`config.mk`:
```
export PLATFORM = sky130hd
export DESIGN_NAME = rc_serial_frame_parser_flat
export DESIGN_NICKNAME = d
export VERILOG_FILES = /design/src/rcfp_pkg.sv /design/src/rcfp_channels.sv /design/src/rcfp_front.sv /design/src/rcfp_queue.sv /design/src/rcfp_back.sv /design/src/rc_serial_frame_parser.sv /design/src/flat_wrapper.sv
export SDC_FILE = /design/constraint.sdc
export NUM_CORES = 1
export LEC_CHECK = 0
export ABC_AREA = 0
export BUFFER_PORTS_ARGS = -buffer_cell sky130_fd_sc_hd__buf_4
export CAP_MARGIN = 0
export CORE_ASPECT_RATIO = 0.5
export CORE_MARGIN = 2
export CORE_UTILIZATION = 40
export CTS_BUF_LIST = sky130_fd_sc_hd__clkbuf_8 sky130_fd_sc_hd__clkbuf_16
export CTS_CLUSTER_SIZE = 24
export DETAILED_ROUTE_END_ITERATION = 16
export PLACE_DENSITY = 0.56
export SYNTH_ARGS = -nofsm -noshare
export SYNTH_HDL_FRONTEND = slang
export SYNTH_SLANG_ARGS = --single-unit
export TNS_END_PERCENT = 30
```
`constraint.sdc`:
```
create_clock -name clock -period 3.3 [get_ports clock]
set_input_delay 0.165 -clock clock [delete_from_list [all_inputs] [get_ports clock]]
set_output_delay 0.165 -clock clock [all_outputs]
set_load 0.01 [all_outputs]
```
`src/rcfp_pkg.sv`:
```
// Package for the RC serial frame parser: parser phase codes, result status
// codes, and the types that pass between the front end, the queue and the back end.
// No dependencies.
package rcfp_pkg;

   // Width of the data fill index; it wraps modulo 64.
   localparam int FILL_W = 6;

   // Parser phases.
   localparam logic [2:0] PH_LEN    = 3'd0;
   localparam logic [2:0] PH_TYPE   = 3'd1;
   localparam logic [2:0] PH_DATA   = 3'd2;
   localparam logic [2:0] PH_CRC_LO = 3'd3;
   localparam logic [2:0] PH_CRC_HI = 3'd4;

   // Result status codes.
   localparam logic [1:0] ST_DATA    = 2'd0;
   localparam logic [1:0] ST_EMPTY   = 2'd1;
   localparam logic [1:0] ST_CRC_ERR = 2'd2;
   localparam logic [1:0] ST_LEN_ERR = 2'd3;

   // Value the running checksum starts from.
   localparam logic [15:0] SUM_INIT = 16'hFFFF;

   // Frame-end command from the front end to the back end.
   typedef struct packed {
      logic [1:0]        kind;
      logic [7:0]        frame_type;
      logic [FILL_W-1:0] count;
      logic [15:0]       error_count;
   } frame_cmd_type;

   // Write port of the payload buffer.
   typedef struct packed {
      logic              en;
      logic [FILL_W-1:0] addr;
      logic [7:0]        data;
   } mem_wr_type;

endpackage

```
`src/rcfp_channels.sv`:
```
// Valid/ready channel interfaces of the RC serial frame parser: the byte
// input channel and the result channel. No dependencies.
interface rcfp_req_if;
   logic       valid;
   logic       ready;
   logic       cmd;
   logic [7:0] byte_value;

   modport source (output valid, output cmd, output byte_value, input ready);
   modport sink (input valid, input cmd, input byte_value, output ready);
endinterface

interface rcfp_rsp_if;
   logic        valid;
   logic        ready;
   logic [1:0]  status;
   logic [7:0]  frame_type;
   logic [4:0]  byte_index;
   logic [7:0]  data_byte;
   logic        last;
   logic [15:0] error_count;

   modport source (output valid, output status, output frame_type, output byte_index,
                   output data_byte, output last, output error_count, input ready);
   modport sink (input valid, input status, input frame_type, input byte_index,
                 input data_byte, input last, input error_count, output ready);
endinterface

```
`src/rcfp_front.sv`:
```
// Front end of the RC serial frame parser: accepts byte and gap beats, runs
// the frame state machine, and fills the payload buffer. Depends on rcfp_pkg, rcfp_req_if.
module rcfp_front #(
   parameter int DATA_DEPTH = 32
) (
   input  logic                  clock,
   input  logic                  reset,
   rcfp_req_if.sink              req,
   input  logic                  q_full,
   input  logic                  back_busy,
   output logic                  push_valid,
   output rcfp_pkg::frame_cmd_type push_data,
   output rcfp_pkg::mem_wr_type  mem_wr
);
   import rcfp_pkg::*;

   localparam logic [8:0]        MAX_LEN   = 9'(DATA_DEPTH + 4);
   localparam logic [FILL_W:0]   DEPTH_EXT = (FILL_W + 1)'(DATA_DEPTH);

   logic [2:0]        phase_ff, phase_in;
   logic [7:0]        bytes_left_ff, bytes_left_in;
   logic [15:0]       sum_ff, sum_in;
   logic [7:0]        type_ff, type_in;
   logic [FILL_W-1:0] fill_ff, fill_in;
   logic [7:0]        sum_low_ff, sum_low_in;
   logic [15:0]       fail_ff, fail_in;
   logic              accept;
   logic [7:0]        ch;
   logic [FILL_W:0]   fill_ext;
   logic [FILL_W-1:0] burst_cnt;

   // The buffer must not be refilled while the back end still reads a frame.
   assign req.ready = !q_full && !(phase_ff == PH_DATA && back_busy);
   assign accept    = req.valid && req.ready;
   assign ch        = req.byte_value;
   assign fill_ext  = {1'b0, fill_ff};
   assign burst_cnt = (fill_ext > DEPTH_EXT) ? DEPTH_EXT[FILL_W-1:0] : fill_ff;

   // Frame state machine.
   always_comb begin
      phase_in      = phase_ff;
      bytes_left_in = bytes_left_ff;
      sum_in        = sum_ff;
      type_in       = type_ff;
      fill_in       = fill_ff;
      sum_low_in    = sum_low_ff;
      fail_in       = fail_ff;
      push_valid    = 1'b0;
      push_data     = '0;
      mem_wr        = '0;
      if (accept) begin
         if (req.cmd) begin
            phase_in      = PH_LEN;
            bytes_left_in = '0;
            sum_in        = SUM_INIT;
            fill_in       = '0;
         end else begin
            unique case (phase_ff)
               PH_TYPE: begin
                  bytes_left_in = bytes_left_ff - 8'd1;
                  sum_in        = sum_ff - {8'h00, ch};
                  type_in       = ch;
                  phase_in      = (bytes_left_in > 8'd2) ? PH_DATA : PH_CRC_LO;
               end
               PH_DATA: begin
                  mem_wr.en     = (fill_ext < DEPTH_EXT);
                  mem_wr.addr   = fill_ff;
                  mem_wr.data   = ch;
                  fill_in       = fill_ff + FILL_W'(1);
                  bytes_left_in = bytes_left_ff - 8'd1;
                  sum_in        = sum_ff - {8'h00, ch};
                  if (bytes_left_in <= 8'd2) begin
                     phase_in = PH_CRC_LO;
                  end
               end
               PH_CRC_LO: begin
                  sum_low_in = ch;
                  phase_in   = PH_CRC_HI;
               end
               PH_CRC_HI: begin
                  push_valid           = 1'b1;
                  push_data.frame_type = type_ff;
                  if ({ch, sum_low_ff} == sum_ff) begin
                     push_data.kind  = (fill_ff == '0) ? ST_EMPTY : ST_DATA;
                     push_data.count = burst_cnt;
                  end else begin
                     if (fail_ff != 16'hFFFF) begin
                        fail_in = fail_ff + 16'd1;
                     end
                     push_data.kind = ST_CRC_ERR;
                  end
                  push_data.error_count = fail_in;
                  phase_in      = PH_LEN;
                  bytes_left_in = '0;
                  sum_in        = SUM_INIT;
                  fill_in       = '0;
               end
               default: begin
                  // Length byte; unused phase codes behave the same way.
                  if (ch < 8'd4 || {1'b0, ch} > MAX_LEN) begin
                     push_valid            = 1'b1;
                     push_data.kind        = ST_LEN_ERR;
                     push_data.error_count = fail_ff;
                     phase_in      = PH_LEN;
                     bytes_left_in = '0;
                     sum_in        = SUM_INIT;
                     fill_in       = '0;
                  end else begin
                     bytes_left_in = ch - 8'd1;
                     sum_in        = SUM_INIT - {8'h00, ch};
                     fill_in       = '0;
                     phase_in      = PH_TYPE;
                  end
               end
            endcase
         end
      end
   end

   always_ff @(posedge clock) begin
      if (reset) begin
         phase_ff      <= PH_LEN;
         bytes_left_ff <= '0;
         sum_ff        <= SUM_INIT;
         type_ff       <= '0;
         fill_ff       <= '0;
         sum_low_ff    <= '0;
         fail_ff       <= '0;
      end else begin
         phase_ff      <= phase_in;
         bytes_left_ff <= bytes_left_in;
         sum_ff        <= sum_in;
         type_ff       <= type_in;
         fill_ff       <= fill_in;
         sum_low_ff    <= sum_low_in;
         fail_ff       <= fail_in;
      end
   end

endmodule

```
`src/rcfp_queue.sv`:
```
// Two-entry command queue between the front and back ends of the RC serial
// frame parser. Depends on rcfp_pkg.
module rcfp_queue (
   input  logic                    clock,
   input  logic                    reset,
   input  logic                    push,
   input  rcfp_pkg::frame_cmd_type push_data,
   input  logic                    pop,
   output rcfp_pkg::frame_cmd_type pop_data,
   output logic                    full,
   output logic                    empty
);
   import rcfp_pkg::*;

   frame_cmd_type entry_ff [2];
   logic          wr_ptr_ff, wr_ptr_in;
   logic          rd_ptr_ff, rd_ptr_in;
   logic [1:0]    count_ff, count_in;
   logic          do_push, do_pop;

   assign full     = (count_ff == 2'd2);
   assign empty    = (count_ff == 2'd0);
   assign do_push  = push && !full;
   assign do_pop   = pop && !empty;
   assign pop_data = entry_ff[rd_ptr_ff];

   // Pointer and occupancy update.
   always_comb begin
      wr_ptr_in = do_push ? !wr_ptr_ff : wr_ptr_ff;
      rd_ptr_in = do_pop ? !rd_ptr_ff : rd_ptr_ff;
      count_in  = count_ff + {1'b0, do_push} - {1'b0, do_pop};
   end

   always_ff @(posedge clock) begin
      if (reset) begin
         wr_ptr_ff <= 1'b0;
         rd_ptr_ff <= 1'b0;
         count_ff  <= '0;
      end else begin
         wr_ptr_ff <= wr_ptr_in;
         rd_ptr_ff <= rd_ptr_in;
         count_ff  <= count_in;
      end
   end

   // Entry storage.
   always_ff @(posedge clock) begin
      if (do_push) begin
         entry_ff[wr_ptr_ff] <= push_data;
      end
   end

endmodule

```
`src/rcfp_back.sv`:
```
// Back end of the RC serial frame parser: holds the payload buffer, takes
// frame-end commands from the queue and sends result beats. Depends on rcfp_pkg, rcfp_rsp_if.
module rcfp_back #(
   parameter int DATA_DEPTH = 32
) (
   input  logic                    clock,
   input  logic                    reset,
   input  rcfp_pkg::mem_wr_type    mem_wr,
   input  rcfp_pkg::frame_cmd_type cmd,
   input  logic                    q_empty,
   output logic                    pop,
   output logic                    busy,
   rcfp_rsp_if.source              rsp
);
   import rcfp_pkg::*;

   localparam int AW = $clog2(DATA_DEPTH);

   logic [7:0]        payload_mem [DATA_DEPTH];

   // Command being worked on.
   logic              cur_valid_ff, cur_valid_in;
   logic [1:0]        cur_kind_ff, cur_kind_in;
   logic [7:0]        cur_type_ff, cur_type_in;
   logic [FILL_W-1:0] cur_cnt_ff, cur_cnt_in;
   logic [FILL_W-1:0] cur_idx_ff, cur_idx_in;
   logic [15:0]       cur_err_ff, cur_err_in;

   // Read stage: one beat whose buffer read is in flight.
   logic              pend_valid_ff, pend_valid_in;
   logic [1:0]        pend_status_ff;
   logic [7:0]        pend_type_ff;
   logic [4:0]        pend_idx_ff;
   logic              pend_last_ff;
   logic [15:0]       pend_err_ff;
   logic              pend_is_data_ff;
   logic [7:0]        rd_data_ff;

   // Output register.
   logic              out_valid_ff, out_valid_in;
   logic [1:0]        out_status_ff;
   logic [7:0]        out_type_ff;
   logic [4:0]        out_idx_ff;
   logic [7:0]        out_data_ff;
   logic              out_last_ff;
   logic [15:0]       out_err_ff;

   logic              load_out, issue, issue_last, is_burst;
   logic [FILL_W:0]   idx_next;

   assign load_out   = pend_valid_ff && (!out_valid_ff || rsp.ready);
   assign issue      = cur_valid_ff && (!pend_valid_ff || load_out);
   assign is_burst   = (cur_kind_ff == ST_DATA);
   assign idx_next   = {1'b0, cur_idx_ff} + (FILL_W + 1)'(1);
   assign issue_last = !is_burst || (idx_next == {1'b0, cur_cnt_ff});
   assign pop        = !cur_valid_ff && !q_empty;
   assign busy       = cur_valid_ff || !q_empty;

   // Command sequencing: a burst sends one beat per issued read.
   always_comb begin
      cur_valid_in = cur_valid_ff;
      cur_kind_in  = cur_kind_ff;
      cur_type_in  = cur_type_ff;
      cur_cnt_in   = cur_cnt_ff;
      cur_idx_in   = cur_idx_ff;
      cur_err_in   = cur_err_ff;
      if (pop) begin
         cur_valid_in = 1'b1;
         cur_kind_in  = cmd.kind;
         cur_type_in  = cmd.frame_type;
         cur_cnt_in   = cmd.count;
         cur_idx_in   = '0;
         cur_err_in   = cmd.error_count;
      end else if (issue) begin
         cur_idx_in = idx_next[FILL_W-1:0];
         if (issue_last) begin
            cur_valid_in = 1'b0;
         end
      end
      pend_valid_in = issue || (pend_valid_ff && !load_out);
      out_valid_in  = load_out || (out_valid_ff && !rsp.ready);
   end

   always_ff @(posedge clock) begin
      if (reset) begin
         cur_valid_ff  <= 1'b0;
         pend_valid_ff <= 1'b0;
         out_valid_ff  <= 1'b0;
      end else begin
         cur_valid_ff  <= cur_valid_in;
         pend_valid_ff <= pend_valid_in;
         out_valid_ff  <= out_valid_in;
      end
   end

   // Payload fields of the command, read and output stages.
   always_ff @(posedge clock) begin
      cur_kind_ff <= cur_kind_in;
      cur_type_ff <= cur_type_in;
      cur_cnt_ff  <= cur_cnt_in;
      cur_idx_ff  <= cur_idx_in;
      cur_err_ff  <= cur_err_in;
      if (issue) begin
         pend_status_ff  <= cur_kind_ff;
         pend_type_ff    <= (cur_kind_ff == ST_LEN_ERR) ? 8'h00 : cur_type_ff;
         pend_idx_ff     <= is_burst ? cur_idx_ff[4:0] : 5'd0;
         pend_last_ff    <= issue_last;
         pend_err_ff     <= cur_err_ff;
         pend_is_data_ff <= is_burst;
      end
      if (load_out) begin
         out_status_ff <= pend_status_ff;
         out_type_ff   <= pend_type_ff;
         out_idx_ff    <= pend_idx_ff;
         out_data_ff   <= pend_is_data_ff ? rd_data_ff : 8'h00;
         out_last_ff   <= pend_last_ff;
         out_err_ff    <= pend_err_ff;
      end
   end

   // Payload buffer: written by the front end, read one entry per issued beat.
   always_ff @(posedge clock) begin
      if (mem_wr.en) begin
         payload_mem[mem_wr.addr[AW-1:0]] <= mem_wr.data;
      end
      if (issue) begin
         rd_data_ff <= payload_mem[cur_idx_ff[AW-1:0]];
      end
   end

   assign rsp.valid       = out_valid_ff;
   assign rsp.status      = out_status_ff;
   assign rsp.frame_type  = out_type_ff;
   assign rsp.byte_index  = out_idx_ff;
   assign rsp.data_byte   = out_data_ff;
   assign rsp.last        = out_last_ff;
   assign rsp.error_count = out_err_ff;

`ifndef SYNTH
   // The buffer is never refilled while a command is still being read out.
   a_no_write_busy: assert property (@(posedge clock) disable iff (reset)
      mem_wr.en |-> !cur_valid_ff)
      else $error("payload write while back end is busy");

   // A burst never reads past the end of its frame data.
   a_idx_in_range: assert property (@(posedge clock) disable iff (reset)
      (issue && is_burst) |-> (cur_idx_ff < cur_cnt_ff))
      else $error("burst read index beyond frame data");

   // A burst command always carries at least one data byte.
   a_burst_nonempty: assert property (@(posedge clock) disable iff (reset)
      (cur_valid_ff && is_burst) |-> (cur_cnt_ff != '0))
      else $error("burst command with zero count");

   // A popped command is being worked on in the next cycle.
   a_pop_loads: assert property (@(posedge clock) disable iff (reset)
      pop |=> cur_valid_ff)
      else $error("popped command was not loaded");
`endif

endmodule

```
`src/rc_serial_frame_parser.sv`:
```
// Top level of the RC serial frame parser: front end, command queue and back end.
// Depends on rcfp_pkg, rcfp_req_if, rcfp_rsp_if, rcfp_front, rcfp_queue, rcfp_back.
//
// Usage: the req_chan channel carries one beat per received serial byte
// (cmd 0) or per line-idle gap (cmd 1, which resynchronizes the parser).
// The rsp_chan channel carries result beats: the data bytes of a frame with
// a good checksum, in order, or one status beat for an empty frame, a
// checksum error or a length error. The final beat caused by an input has
// last set.
// Throughput: one input beat per cycle while req_chan is ready. A frame end with N
// data bytes sends N result beats back to back; the first passes through the command
// queue, the command register, the buffer read stage and the output register. The
// next frame's data bytes are held off until the last buffer read of the previous
// burst.
// Reset clears the parser, the queue, the error counter and all pending
// results. When the receiver stalls, results wait in the output register
// and read stage while input beats keep being accepted until the two-entry
// command queue fills or a new frame's data must go into the buffer.
module rc_serial_frame_parser #(
   parameter int DATA_DEPTH = 32
) (
   input logic        clock,
   input logic        reset,
   rcfp_req_if.sink   req_chan,
   rcfp_rsp_if.source rsp_chan
);
   import rcfp_pkg::*;

   frame_cmd_type push_data, pop_data;
   mem_wr_type    mem_wr;
   logic          push_valid, pop, q_full, q_empty, back_busy;

   rcfp_front #(.DATA_DEPTH(DATA_DEPTH)) u_front (
      .clock      (clock),
      .reset      (reset),
      .req        (req_chan),
      .q_full     (q_full),
      .back_busy  (back_busy),
      .push_valid (push_valid),
      .push_data  (push_data),
      .mem_wr     (mem_wr)
   );

   rcfp_queue u_queue (
      .clock     (clock),
      .reset     (reset),
      .push      (push_valid),
      .push_data (push_data),
      .pop       (pop),
      .pop_data  (pop_data),
      .full      (q_full),
      .empty     (q_empty)
   );

   rcfp_back #(.DATA_DEPTH(DATA_DEPTH)) u_back (
      .clock   (clock),
      .reset   (reset),
      .mem_wr  (mem_wr),
      .cmd     (pop_data),
      .q_empty (q_empty),
      .pop     (pop),
      .busy    (back_busy),
      .rsp     (rsp_chan)
   );

endmodule

```
`src/flat_wrapper.sv`:
```
// flat-port wrapper written by rule: the top's interface ports become plain ports
module rc_serial_frame_parser_flat import rcfp_pkg::*;
#(
   parameter int DATA_DEPTH = 32
)
  (clock, reset, req_chan_valid, req_chan_cmd, req_chan_byte_value, req_chan_ready, rsp_chan_valid, rsp_chan_status, rsp_chan_frame_type, rsp_chan_byte_index, rsp_chan_data_byte, rsp_chan_last, rsp_chan_error_count, rsp_chan_ready);
  rcfp_req_if req_chan_i ();
  rcfp_rsp_if rsp_chan_i ();
  input logic clock;
  input logic reset;
  input wire logic [$bits(req_chan_i.valid)-1:0] req_chan_valid;
  input wire logic [$bits(req_chan_i.cmd)-1:0] req_chan_cmd;
  input wire logic [$bits(req_chan_i.byte_value)-1:0] req_chan_byte_value;
  output wire logic [$bits(req_chan_i.ready)-1:0] req_chan_ready;
  output wire logic [$bits(rsp_chan_i.valid)-1:0] rsp_chan_valid;
  output wire logic [$bits(rsp_chan_i.status)-1:0] rsp_chan_status;
  output wire logic [$bits(rsp_chan_i.frame_type)-1:0] rsp_chan_frame_type;
  output wire logic [$bits(rsp_chan_i.byte_index)-1:0] rsp_chan_byte_index;
  output wire logic [$bits(rsp_chan_i.data_byte)-1:0] rsp_chan_data_byte;
  output wire logic [$bits(rsp_chan_i.last)-1:0] rsp_chan_last;
  output wire logic [$bits(rsp_chan_i.error_count)-1:0] rsp_chan_error_count;
  input wire logic [$bits(rsp_chan_i.ready)-1:0] rsp_chan_ready;
  assign req_chan_i.valid = req_chan_valid;
  assign req_chan_i.cmd = req_chan_cmd;
  assign req_chan_i.byte_value = req_chan_byte_value;
  assign req_chan_ready = req_chan_i.ready;
  assign rsp_chan_valid = rsp_chan_i.valid;
  assign rsp_chan_status = rsp_chan_i.status;
  assign rsp_chan_frame_type = rsp_chan_i.frame_type;
  assign rsp_chan_byte_index = rsp_chan_i.byte_index;
  assign rsp_chan_data_byte = rsp_chan_i.data_byte;
  assign rsp_chan_last = rsp_chan_i.last;
  assign rsp_chan_error_count = rsp_chan_i.error_count;
  assign rsp_chan_i.ready = rsp_chan_ready;
  rc_serial_frame_parser #(.DATA_DEPTH(DATA_DEPTH)) u_core (.clock(clock), .reset(reset), .req_chan(req_chan_i), .rsp_chan(rsp_chan_i));
endmodule
```
; ---- Word-level counts from Yosys, hierarchy flattened
; Memories as Yosys holds them, arrays and structs flattened. A register that Yosys moved wholly into a read port is not among the register bits.
; Cells that the tools add are included.
[totals]
reg_bits = 151
ram_bits = 320
input_bits = 13
out_inout_bits = 42
word_cells = 139
mem_count = 2
[classes]
n_addsub = 9
magnitude_cmp = 6
n_eq_ne = 12
n_mux = 40
n_bitwise = 1
n_reduce_logical = 43
[mem_list]
columns = name, depth, width, rd, rd_clocked_by_memory_dff, write_ports, line_no
row1 = u_core.u_back.payload_mem, 32, 8, 1, 1, 1, rcfp_back.sv:19  ; logic [7:0] payload_mem [DATA_DEPTH];
row2 = u_core.u_queue.entry_ff, 2, 32, 1, 1, 1, rcfp_queue.sv:15  ; frame_cmd_type entry_ff [2];
[op_table]
columns = cell, n
row1 = $mux 16, 5
row2 = $mux 32, 2
row3 = $pmux 16 s3, 1
row4 = $mux 15, 3
row5 = $pmux 16 s2, 1
row6 = $pmux 8 s3, 1
row7 = $mux 6, 3
row8 = $add 16x1->16 const B, 1
row9 = $eq 16x16->1, 1
row10 = $mux 8, 2
row11 = $ne 16x16->1 const B, 1
row12 = $sub 16x8->16, 1
row13 = $sub 8x1->8 const B, 2
row14 = $mux 14, 1
row15 = $mux 1, 13
row16 = $pmux 3 s4, 1
row17 = $pmux 6 s2, 1
row18 = $logic_not 1->1, 11
row19 = $logic_and 1x1->1, 10
row20 = $sub 1x9->10 const A, 1
row21 = $reduce_and 3->1, 3
row22 = $gt 8x2->1 const B, 1
row23 = $gt 8x6->1 const B, 1
row24 = $le 8x2->1 const B, 1
row25 = 27 further kinds, 43

; ---- Logic depth before layout (Yosys ltp)
[depth]
word_depth = 11
mapped_depth = 13
ltp_nobuf = 12

; ---- Modules after synthesis
; From an unflattened synthesis, not the netlist that was laid out.
[hier_totals]
hier_cells = 1319
hier_area_um2 = 20866.3
[modules_own_cells]
columns = mod, n_inst, cells_each, area_each_um2
row1 = rcfp_back, 1, 620, 13980.9
row2 = rcfp_front, 1, 572, 4342.9
row3 = rcfp_queue, 1, 127, 2542.4

; ---- Least setup slack after synthesis
; Ideal clock, no wire load.
[synth_timing]
path_kind = reg-to-reg
start = reg u_core.u_front.phase_ff[1]
end = mem u_core.u_queue.entry_ff[0][0] (netlist name) (enable)
setup_ps = 421
arrival_ps = 2771
required_time_ps = 2879
setup_slack_ps = 108
stages_incl_launch_ff = 9
n_path_buf = 3
period_less_slack_ps = 3192
cell_sequence = dfxtp_1 > buf_2 > or3b_1 > buf_2 > o211ai_2 > nor2_1 > o21ai_2 > buf_2 > nor2_1
[synth_between]
elab_chain_cells = 9
word_cells_on_any_way = 15
classes_between = eq/ne (4) / mux (5) / reduce/logical (6)
[synth_lines]
columns = element, line_no
row1 = from (decl), rcfp_front.sv:20  ; logic [2:0] phase_ff, phase_in;
row2 = from (signal assigned), rcfp_front.sv:130  ; phase_ff <= phase_in;
row3 = "parallel branches: the longest is 5 deep, another holds $eq 3x2->1", n/a
row4 = $mux 1 *, rcfp_front.sv:51  ; if (accept) begin
row5 = $logic_and 1x1->1 *, rcfp_queue.sv:23  ; assign do_push = push && !full;
row6 = $mux 1 *, rcfp_queue.sv:48  ; if (do_push) begin
row7 = $mux 1 (implied by the code) *, rcfp_queue.sv:49  ; entry_ff[wr_ptr_ff] <= push_data;
row8 = to (decl), rcfp_queue.sv:15
; Mark *: on every way between the ends.

; ---- Worst setup path after layout
[layout_timing]
start = reg u_core.u_front.phase_ff[1]
end = reg u_core.u_queue.count_ff[1]
[layout_between]
elab_chain_cells = 9
word_cells_on_any_way = 15
classes_between = add/sub (2) / eq/ne (4) / mux (3) / reduce/logical (6)
[layout_lines]
columns = element, line_no
row1 = "parallel branches: the longest is 5 deep, another holds $eq 3x2->1", n/a
row2 = $mux 1 *, rcfp_front.sv:51
row3 = $logic_and 1x1->1 *, rcfp_queue.sv:23
row4 = $add 2x1->2 *, rcfp_queue.sv:31  ; count_in = count_ff + {1'b0, do_push} - {1'b0, do_pop};
row5 = $sub 2x1->2 *, rcfp_queue.sv:31
row6 = to (signal assigned), rcfp_queue.sv:42  ; count_ff <= count_in;
row7 = to (decl), rcfp_queue.sv:18  ; logic [1:0] count_ff, count_in;
; Marks and branches as above.
; A chain may end at the register's enable or synchronous reset.

==> results.json <==
{
  "nets": 1463,
  "cts_hold_buffers": 9,
  "p_seq_share_pct": 51.2,
  "endpoint_kind": "flop",
  "ys_ff_latch": 511,
  "synthFlopType": "edfxtp_1",
  "post_layout_nonfiller_instances": 2172,
  "run_status": "finished, final reports clean",
  "p_sw_uw": 3760,
  "min_period_ps": 2690,
  "synth_most_common_cell": "edfxtp_1",
  "post-route-period-util_pct": 81.6,
  "core_um2": 51700,
  "viasPerCell": 5.27,
  "synth_area_leaders": "edfxtp_1 (63%), mux4_2 (8.7%), dfxtp_1 (7.5%)",
  "numCtsBuffers": 48,
  "crit_slowest_cell": "dfxtp_1",
  "clock_latency_ps": 570,
  "path_delay_family": "simple AND/OR/NAND/NOR gates",
  "use_met3_pct": 2.89,
  "clk_pin_slew_ps": 60,
  "rows": 59,
  "die_x_um": 326,
  "critPathRequiredTime_ps": 3730,
  "cp_cell_sequence": "or3b_1 > o211ai_2 > nor2_1 > o21ai_2 > ha_1 > inv_1 > ha_1 > xor2_1 > xnor2_1 > nor2_1",
  "dp_slack_ps": 631,
  "yosysTopAreaCell": "edfxtp_1",
  "cp-start-kind": "flop",
  "cp_num_buf_inv": 1,
  "skew_ps": 14.8,
  "n_fill_cell": 4461,
  "drc_errors": 0,
  "start_util_pct": 40.2,
  "grt_overflow_total": 0,
  "r2r_slack_ps": 610,
  "grt_busiest_layer": "met2",
  "pin_count": 55,
  "cts_tree": "done",
  "final_layout_size_suffix_gt1_share_pct": 23.3,
  "area_growth_pct": 16.3,
  "relSlewSlack_pct": 22.8,
  "track_usage_pct": 16.7,
  "num_vias": 11445,
  "antenna_found_initial": 0,
  "grt_use_met1_pct": 23.4,
  "grt.met2_usage_pct": 27.6,
  "fin_tns_setup_ps": 0,
  "synth-edff-count": 433,
  "grt_max_degree": 66,
  "finalMaxSlewViolations": 0,
  "antenna_left": 0,
  "final_util_pct": 46.8,
  "synthDistinctLibCells": 71,
  "post_cts_buffers": 0,
  "yosysWarnings": 0,
  "clock_power_share_pct": 35.7,
  "cts-root-buf": "clkbuf_16",
  "intPower_uw": 11600,
  "min_path_type": "in -> reg",
  "syn_nets": 1340,
  "yosysSeqAreaShare_pct": 70.0,
  "fin_ws_ps": 606,
  "hpwl_um": 29400,
  "antenna_cells": 0,
  "cts_num_sinks": 511,
  "finalHoldViolCount": 0,
  "drt_iter0_drc": 858,
  "syn_avg_cell_area_um2": 15.9,
  "multi_input_area_um2": 5930,
  "max-clock-path-buffers": 3,
  "grt_pass1_vias": 11556,
  "cts_resized": 0,
  "syn_inst": 1309,
  "yosysTopAreaCellShare_pct": 62.5,
  "routedWlPerCell_um": 20.5,
  "grt_first_pass_wirelength_um": 69200,
  "clock.fmax_ghz": 0.371,
  "peakVddDrop_v": 0.000379,
  "netlist_top_cells_count": "edfxtp_1 (433), nor2_1 (138), mux4_2 (80)",
  "rsz0062_at_grt": "false",
  "seqCellArea_um2": 14600,
  "finalWirelength_um": 44600,
  "ys_async_sr_fraction_pct": 0,
  "criticalPathCategory": "reg -> reg",
  "cp_data_arrival_time_ps": 3120,
  "htreeDepth": 2,
  "dieArea_um2": 53900,
  "maxCapViolCount": 0,
  "dp.cells": 2074,
  "crit_fanout": 10,
  "p_sw_share_pct": 24.4,
  "die_y_um": 165,
  "globalplace.congestion": 0.822,
  "powerDensity_nw_per_um2": 636,
  "portBuffers": 54,
  "finalPower_uw": 15400,
  "comb_power_share_pct": 13.1,
  "drtPass1Iterations": 5,
  "setup_violations": 0,
  "syn_area_um2": 20800,
  "critPathMaxStageDelay_ps": 550,
  "p_leak_uw": 0.00743,
  "worstMarginPinSlew_ps": 1160
}
flip-flops by register name, summed over array words and instances (netlist names), 3 cells and up:
| register | flops |
|---|---|
| u_core.u_back.payload_mem | 256 |
| u_core.u_queue.entry_ff | 64 |
| u_core.u_back.cur_err_ff | 16 |
| u_core.u_back.pend_err_ff | 16 |
| u_core.u_back.rsp.error_count | 16 |
| u_core.u_front.fail_ff | 16 |
| u_core.u_front.sum_ff | 16 |
| u_core.u_back.cur_type_ff | 8 |
| u_core.u_back.pend_type_ff | 8 |
| u_core.u_back.rd_data_ff | 8 |
| u_core.u_back.rsp.data_byte | 8 |
| u_core.u_back.rsp.frame_type | 8 |
| u_core.u_front.bytes_left_ff | 8 |
| u_core.u_front.sum_low_ff | 8 |
| u_core.u_front.type_ff | 8 |
| u_core.u_back.cur_cnt_ff | 6 |
| u_core.u_back.cur_idx_ff | 6 |
| u_core.u_front.fill_ff | 6 |
| u_core.u_back.pend_idx_ff | 5 |
| u_core.u_back.rsp.byte_index | 5 |
| u_core.u_front.phase_ff | 3 |
worst register-to-register path: cells and delay by family, from the launching register on:
kind	cells	cell delay (ps)
adders and majority gates	2	420
AOI/OAI and AO/OA	2	480
and+or+nand+nor	3	700
buffers and inverters	1	60
DFF	1	550
xor gates and xnor gates	2	340
layer usage:
layer	share of wire (%)	vias up	routed length, µm
met3	5.0	62	2210
met1	46	5814	20300
li1	-	5281	-
met4	1.8	0	816
met2	48	288	21200
met5	0	-	0
power groups by stage:
stage	Sequential [µW]	Clock [µW]	Combinational, µW
final	7880	5490	2010
after global routing	7940	5880	2210
after CTS	7890	5630	2070
after detailed placement	8030	0	2040
after global placement	8010	0	2010
after floorplan	7920	0	1420
kinds of logic (layout without fill, tap and decap cells):
| logic type | Yosys count | count (layout) | synth area share (%) |
|---|---|---|---|
| DFF | 511 | 511 | 70.0 |
| and+or+nand+nor | 363 | 363 | 8.70 |
| muxes | 134 | 134 | 11.5 |
| AOI/OAI and AO/OA | 126 | 126 | 4.06 |
| buffers and inverters | 91 | 253 | 1.78 |
| xor gates and xnor gates | 66 | 66 | 2.78 |
| adders and majority gates | 18 | 18 | 1.12 |
metrics by stage:
stage                     hold slack (ps)  area, µm²
final                                58.0      24200
after detailed placement              405      22500
after CTS                            28.4      24200
after floorplan                       309      20800
after global routing                 72.4      24200
after global placement                403      22500
final timing paths:
path,start,endpoint,cells past startpoint
worst max-delay path,u_core.u_front.phase_ff[1],u_core.u_queue.count_ff[1],10
worst min-delay path,req_chan_cmd,u_core.u_front.fill_ff[4],4
worst max register to register,u_core.u_front.phase_ff[1],u_core.u_queue.count_ff[1],10
worst min register to register,u_core.u_back.pend_status_ff[1],u_core.u_back.rsp.status[1],0
placed cells by master (no fill, tap or decap), types with 23 or more instances in the layout:
| master | Yosys | layout |
|---|---|---|
| xnor2_1 | 23 | 23 |
| a21oi_1 | 32 | 32 |
| xor2_1 | 43 | 43 |
| clkbuf_16 | 0 | 49 |
| edfxtp_1 | 433 | 433 |
| mux4_2 | 80 | 80 |
| and2_1 | 35 | 35 |
| dfxtp_1 | 78 | 76 |
| nand3_1 | 32 | 32 |
| nor2_1 | 138 | 128 |
| buf_4 | 1 | 116 |
| nand2_1 | 52 | 52 |
| inv_1 | 30 | 36 |
| mux2_2 | 42 | 42 |
area by class of cell:
cell class,count,share of cell area (%)
Sequential cell,511,60.3
Multi-Input combinational cell,707,24.5
Clock buffer,50,5.13
Timing Repair Buffer,133,4.64
Tap cell,701,3.63
Clock inverter,39,1.31
Inverter,31,0.481
No activity file was read; power rests on OpenSTA's default activity.
